--- config.mk ---
export PLATFORM = sky130hd
export DESIGN_NAME = etq_cordic_cell
export DESIGN_NICKNAME = d
export VERILOG_FILES = /design/src/rtl/etq_pkg.sv /design/src/rtl/etq_cordic_cell.sv
export SDC_FILE = /design/constraint.sdc
export NUM_CORES = 1
export LEC_CHECK = 0
export BUFFER_PORTS_ARGS = -buffer_cell sky130_fd_sc_hd__buf_2
export CAP_MARGIN = 20
export CORE_AREA = 2 2 239 241
export DETAILED_ROUTE_END_ITERATION = 8
export DIE_AREA = 0 0 241 243
export PLACE_DENSITY = 0.76
export SYNTH_ARGS = -nofsm -noshare
export SYNTH_HDL_FRONTEND = slang
export SYNTH_SLANG_ARGS = --single-unit
--- constraint.sdc ---
create_clock -name i_clk -period 21.1 [get_ports i_clk]
set_input_delay 2.11 -clock i_clk [delete_from_list [all_inputs] [get_ports i_clk]]
set_output_delay 2.11 -clock i_clk [all_outputs]
set_load 0.02 [all_outputs]
--- src/rtl/etq_pkg.sv ---
package etq_pkg;

    localparam int ANGLE_BITS_DEF    = 16;
    localparam int OUT_FRAC_BITS_DEF = 14;
    localparam int CORDIC_STAGES_DEF = 16;

    // rotator words: x, y in Q2.30 with headroom, residual angle in 2^-33 turn
    localparam int ROT_W  = 34;
    // cosine and sine handed to the multipliers, signed Q1.30
    localparam int TRIG_W = 32;
    // full products, Q60
    localparam int PROD_W = 64;
    // the half angle is scaled so that 2^31 stands for pi/2
    localparam int HALF_ANGLE_BITS = 32;

    // axis order inside the rotator and trig sets
    localparam int AX_PITCH = 0;
    localparam int AX_ROLL  = 1;
    localparam int AX_YAW   = 2;
    localparam int N_AXES   = 3;

    typedef logic signed [ROT_W-1:0]  t_rot_word;
    typedef logic signed [TRIG_W-1:0] t_trig;
    typedef logic signed [PROD_W-1:0] t_prod;

    typedef struct packed {
        t_rot_word x;
        t_rot_word y;
        t_rot_word z;
    } t_rot;

    typedef t_rot [N_AXES-1:0] t_rot_set;

    typedef struct packed {
        t_trig c;
        t_trig s;
    } t_trig_pair;

    typedef t_trig_pair [N_AXES-1:0] t_trig_set;

    // inverse CORDIC gain, Q30
    localparam t_rot_word GAIN_Q30 = 34'sd652032874;

    // arctangent of 2^-idx, in units of 2^-33 of a turn (table held at half scale and doubled)
    function automatic t_rot_word atan_step(input logic [4:0] idx);
        logic [30:0] a;
        case (idx)
            5'd0:  a = 31'd536870912;
            5'd1:  a = 31'd316933406;
            5'd2:  a = 31'd167458907;
            5'd3:  a = 31'd85004756;
            5'd4:  a = 31'd42667331;
            5'd5:  a = 31'd21354465;
            5'd6:  a = 31'd10679838;
            5'd7:  a = 31'd5340245;
            5'd8:  a = 31'd2670163;
            5'd9:  a = 31'd1335087;
            5'd10: a = 31'd667544;
            5'd11: a = 31'd333772;
            5'd12: a = 31'd166886;
            5'd13: a = 31'd83443;
            5'd14: a = 31'd41722;
            5'd15: a = 31'd20861;
            5'd16: a = 31'd10430;
            5'd17: a = 31'd5215;
            5'd18: a = 31'd2608;
            5'd19: a = 31'd1304;
            5'd20: a = 31'd652;
            5'd21: a = 31'd326;
            5'd22: a = 31'd163;
            5'd23: a = 31'd81;
            5'd24: a = 31'd41;
            5'd25: a = 31'd20;
            5'd26: a = 31'd10;
            5'd27: a = 31'd5;
            5'd28: a = 31'd3;
            5'd29: a = 31'd1;
            5'd30: a = 31'd1;
            default: a = 31'd0;
        endcase
        return t_rot_word'({a, 1'b0});
    endfunction

endpackage

--- src/rtl/etq_cordic_cell.sv ---
module etq_cordic_cell
    import etq_pkg::*;
#(
    parameter int STAGE = 0
) (
    input  logic     i_clk,
    input  logic     i_rst_n,
    input  logic     i_valid,
    output logic     o_ready,
    input  t_rot_set i_data,
    output logic     o_valid,
    input  logic     i_ready,
    output t_rot_set o_data
);

    localparam t_rot_word STEP = atan_step(5'(STAGE));

    logic     r_valid;
    t_rot_set r_data;
    t_rot_set n_data;

    assign o_ready = !r_valid || i_ready;
    assign o_valid = r_valid;
    assign o_data  = r_data;

    for (genvar k = 0; k < N_AXES; k++) begin : g_axis
        t_rot_word x, y, z, dx, dy;
        logic      pos;

        assign x   = i_data[k].x;
        assign y   = i_data[k].y;
        assign z   = i_data[k].z;
        assign dx  = y >>> STAGE;
        assign dy  = x >>> STAGE;
        assign pos = !z[ROT_W-1];

        // rotate towards zero residual angle
        assign n_data[k].x = pos ? x - dx   : x + dx;
        assign n_data[k].y = pos ? y + dy   : y - dy;
        assign n_data[k].z = pos ? z - STEP : z + STEP;
    end

    always_ff @(posedge i_clk) begin
        if (!i_rst_n) begin
            r_valid <= 1'b0;
        end else if (o_ready) begin
            r_valid <= i_valid;
        end
    end

    always_ff @(posedge i_clk) begin
        if (o_ready && i_valid) begin
            r_data <= n_data;
        end
    end

endmodule

* Yosys cells after proc, flatten, opt, wreduce, memory -nomap -nowiden
Index checks and enable logic that the tools add are counted.
** Operators by class
- Add/subtract/negate cells :: 15
- Multiply operators :: 0
- Div/mod/pow operators :: 0
- Order comparisons :: 0
- Eq/ne operators :: 0
- Shifts and indexed selects :: 0
- Mux-type cells :: 9
- Bitwise gates (word level) :: 0
- Reductions and logical operators :: 3
** Operators with widths (number)
- $mux W34 :: 9
- $sub A34 B34 Y34 :: 6
- $add A34 B32 Y34 const B :: 3
- $add A34 B34 Y34 :: 3
- $sub A34 B32 Y34 const B :: 3
- $logic_and A1 B1 Y1 :: 1
- $logic_not A1 Y1 :: 1
- $logic_or A1 B1 Y1 :: 1
** Word-level totals
- Register bits after elaboration :: 307
- Bits in latches :: 0
- RAM bits :: 0
- Bits in read-only memories :: 0
- Bits of input ports :: 310
- Output and inout port bits :: 308
- Logic and storage cells :: 37
- Memories :: 0

* Longest topological paths before layout
- Depth after elaboration :: 3
- Mapped depth :: 14
- Mapped depth without buffers :: 13

* Worst setup path before layout
No wires, ideal clock.
- Path kind :: input to register
- From :: input port i_ready
- To :: register r_data, in the netlist o_data[0], enable pin
- Library setup time :: 702 ps
- Data arrival time :: 9270 ps
- Required time :: 20398 ps
- Path slack :: 11127 ps
- Cell stages on the path :: 2
- Path buffers :: 0
- Path through :: nand2b_1 > and2_1
** On the way
- Word-level cells in the longest chain between the ends :: 2
** RTL lines
- start: declaration :: line etq_cordic_cell.sv:12 : input logic i_ready,
- $logic_or A1 B1 Y1 :: line etq_cordic_cell.sv:22 : assign o_ready = !r_valid || i_ready;
- $logic_and A1 B1 Y1 :: line etq_cordic_cell.sv:52 : if (o_ready && i_valid) begin
- end signal: assignment :: line etq_cordic_cell.sv:53 : r_data <= n_data;
- end: declaration :: line etq_cordic_cell.sv:19 : t_rot_set r_data;
Every way passes these cells.
A chain may end at the register's enable or synchronous reset.

==> flow_metrics.tcl <==
set metrics [dict create \
    status "finished clean" \
    ys.flop_type "edfxtp_1" \
    skew_ns 0.02212 \
    synth_cell_type_count 88 \
    cts_resized 0 \
    clkTransAtPathRegs_ns 0.07 \
    grt_pass1_wl_um 133000 \
    final_common_cell "buf_2" \
    synth_edf_count 303 \
    die_y_um 243 \
    fin_tns_setup_ns 0 \
    async_flop_share_pct 0 \
    min_period_over_period_pct 25.37 \
    vdd_drop_max_v 0.00007017 \
    seq_area_um2 9119 \
    fin_crit_ns 5.354 \
    leakage_nw 13.95 \
    drt_iter0_drc 2316 \
    cap_violations 0 \
    io_pins 618 \
    finalHoldViolCount 0 \
    finalNetCount 4091 \
    grt.overflow.total 0 \
    arrival_ns 5.66 \
    place.gp.congestion 0.9955 \
    fp.dieW_um 241 \
    final_layout_size_suffix_gt1_share_pct 21.12 \
    power_mw 2.200 \
    multi_input_area_um2 15310 \
    worst_pin_slew_ns 0.9975 \
    drv_slew 0 \
    grt_pass1_vias 23060 \
    postSynthAreaPerCell_um2 8.950 \
    areaGrowthSynthToFinish_pct 18.47 \
    cp_max_fo 5 \
    cts.sinks 304 \
    drc 0 \
    ctsHtreeMaxLevel 2 \
    grt_max_degree 172 \
    dr_total_vias 24270 \
    track_usage_pct 29.32 \
    relSlewSlack_pct 33.50 \
    dpl.cell_count 4180 \
    cts_buffers 37 \
    fillCellCount 5162 \
    rsz0062_at_grt "no" \
    hold_class "flip-flop to flip-flop" \
    slowest_stage "a2111oi_0" \
    drtAntennaViolNets 0 \
    synthesis.nets 3551 \
    cts_hold_buf 0 \
    syn_area_um2 26160 \
    firstDrtPassIters 8 \
    ctsRootBufferMaster "clkbuf_16" \
    wirelength_um 89340 \
    num_rows 87 \
    cts_buffer_depth 3 \
    cts_tree "built" \
    postCtsSetupRepairBufs 0 \
    initial_core_util_pct 46.76 \
    cp-start-kind "input pin" \
    holdWs_ns 0.5466 \
    seq_area_frac_synth_pct 34.86 \
    dieArea_um2 58560 \
    vias_per_cell 5.695 \
    worstPathRequired_ns 21.40 \
    critPathMaxStageDelay_ns 0.74 \
    port_buffers 617 \
    final_cell_mix "617 x buf_2, 373 x a21oi_1, 309 x inv_1" \
    grt_antenna_before_repair 25 \
    yosys_warnings 0 \
    endpoint_kind "flip-flop" \
    crit_path_cell_trace "buf_2 -> ha_1 -> fa_1 -> nor2b_1 -> o211ai_1 -> a31o_2 -> a31o_2 -> o21ai_2 -> a2111oi_0 -> o21ai_0 -> a311oi_1 -> o21ai_0 -> xnor2_1" \
    max_freq_mhz 186.8 \
    core-area_um2 55950 \
    finalSetupViolations 0 \
    worst-setup-path-type "input pin to flip-flop" \
    dp_hpwl_um 70860 \
    instances_no_fill 4262 \
    clock_latency_ns 0.57 \
    power.density_nw_per_um2 70.99 \
    postSynthCellCount 2923 \
    wire_per_inst_um 20.96 \
    ys_seq_elements 304 \
]
## kinds of logic (layout without fill, tap and decap cells)
| group | after synthesis | in the layout | share of synthesized area, % |
|---|---|---|---|
| other cells | 0 | 16 | 0 |
| buf+inv | 443 | 1010 | 6.624 |
| compound gates | 941 | 941 | 22.43 |
| mux | 52 | 52 | 2.004 |
| flops | 304 | 304 | 34.86 |
| simple gates | 667 | 667 | 11.91 |
| xor+xnor | 198 | 198 | 6.629 |
| fa+ha+maj | 318 | 318 | 15.55 |
## path summary, 6_finish.rpt
kind	from	end	slack (ns)	cells after the start
worst max-delay path	i_data[34]	o_data[60]	15.75	13
worst min register to register	o_valid	o_valid	0.55	2
worst min-delay path	o_valid	o_valid	0.55	2
worst max register to register	o_valid	o_data[0]	17.78	4
## power by group
group	leakage (nW)	switching [mW]	internal [mW]	total (mW)
clock	0.588	0.275	0.376	0.651
combinational	10.4	0.498	0.265	0.763
sequential	2.94	0.0221	0.764	0.786
total	14.0	0.796	1.40	2.20
## routing by layer
metal,up-vias,GRT usage [%],share of wire [%]
met5,-,0,0.12
met2,1149,47.33,46
met4,16,13.60,4.4
met3,193,6.403,8.8
li1,11470,-,-
met1,11440,37.29,40
## flip-flops by register name, summed over array words and instances, names as in the netlist
name / cells
o_data: 303
o_valid: 1
## layout make-up
type	instances	share of cell area (%)
Sequential cell	304	29.42
Multi-Input combinational cell	2176	49.41
Tap cell	756	3.052
Timing Repair Buffer	625	10.20
Clock buffer	41	3.036
Inverter	319	3.864
Antenna cell	16	0.1292
Clock inverter	25	0.8922
## critical path: cells and delay by family
family	cells	cell delay, ns
compound gates	8	2.45
buf+inv	1	0.12
fa+ha+maj	2	0.62
simple gates	1	0.17
xor+xnor	1	0.18
## Yosys cell counts (all sizes together), types with 11 or more instances
library cell | n | area [um^2]
a221oi | 12 | 117.6
buf | 62 | 301.5
nor2b | 39 | 244.0
nor3 | 46 | 230.2
a31oi | 19 | 118.9
ha | 306 | 3829
clkbuf | 62 | 234.0
o21bai | 62 | 465.5
nor2 | 263 | 987.2
or2 | 15 | 93.84
nand4 | 19 | 118.9
o21a | 28 | 211.5
xnor2 | 172 | 1506
a21o | 56 | 420.4
a211o | 11 | 96.34
nand2 | 141 | 529.3
nor4 | 26 | 168.9
o31ai | 26 | 210.2
mux2i | 49 | 490.5
or3 | 15 | 93.84
fa | 12 | 240.2
nand2b | 38 | 245.2
xor2 | 26 | 227.7
a211oi | 29 | 240.2
a21oi | 375 | 1884
nand3 | 29 | 145.1
o21ai | 194 | 974.7
o211ai | 17 | 137.6
inv | 313 | 1175
edfxtp | 303 | 9099
## metrics by stage
stage	area (um^2)	setup slack [ns]	utilization, %
final	30990	15.75	55.39
after floorplan	26160	11.13	-
after global routing	30990	15.58	55.38
after CTS	30950	15.88	55.32
after global placement	29730	15.41	53.14
after detailed placement	29730	15.32	53.14
Note: power is estimated with default switching activity, not from simulation.
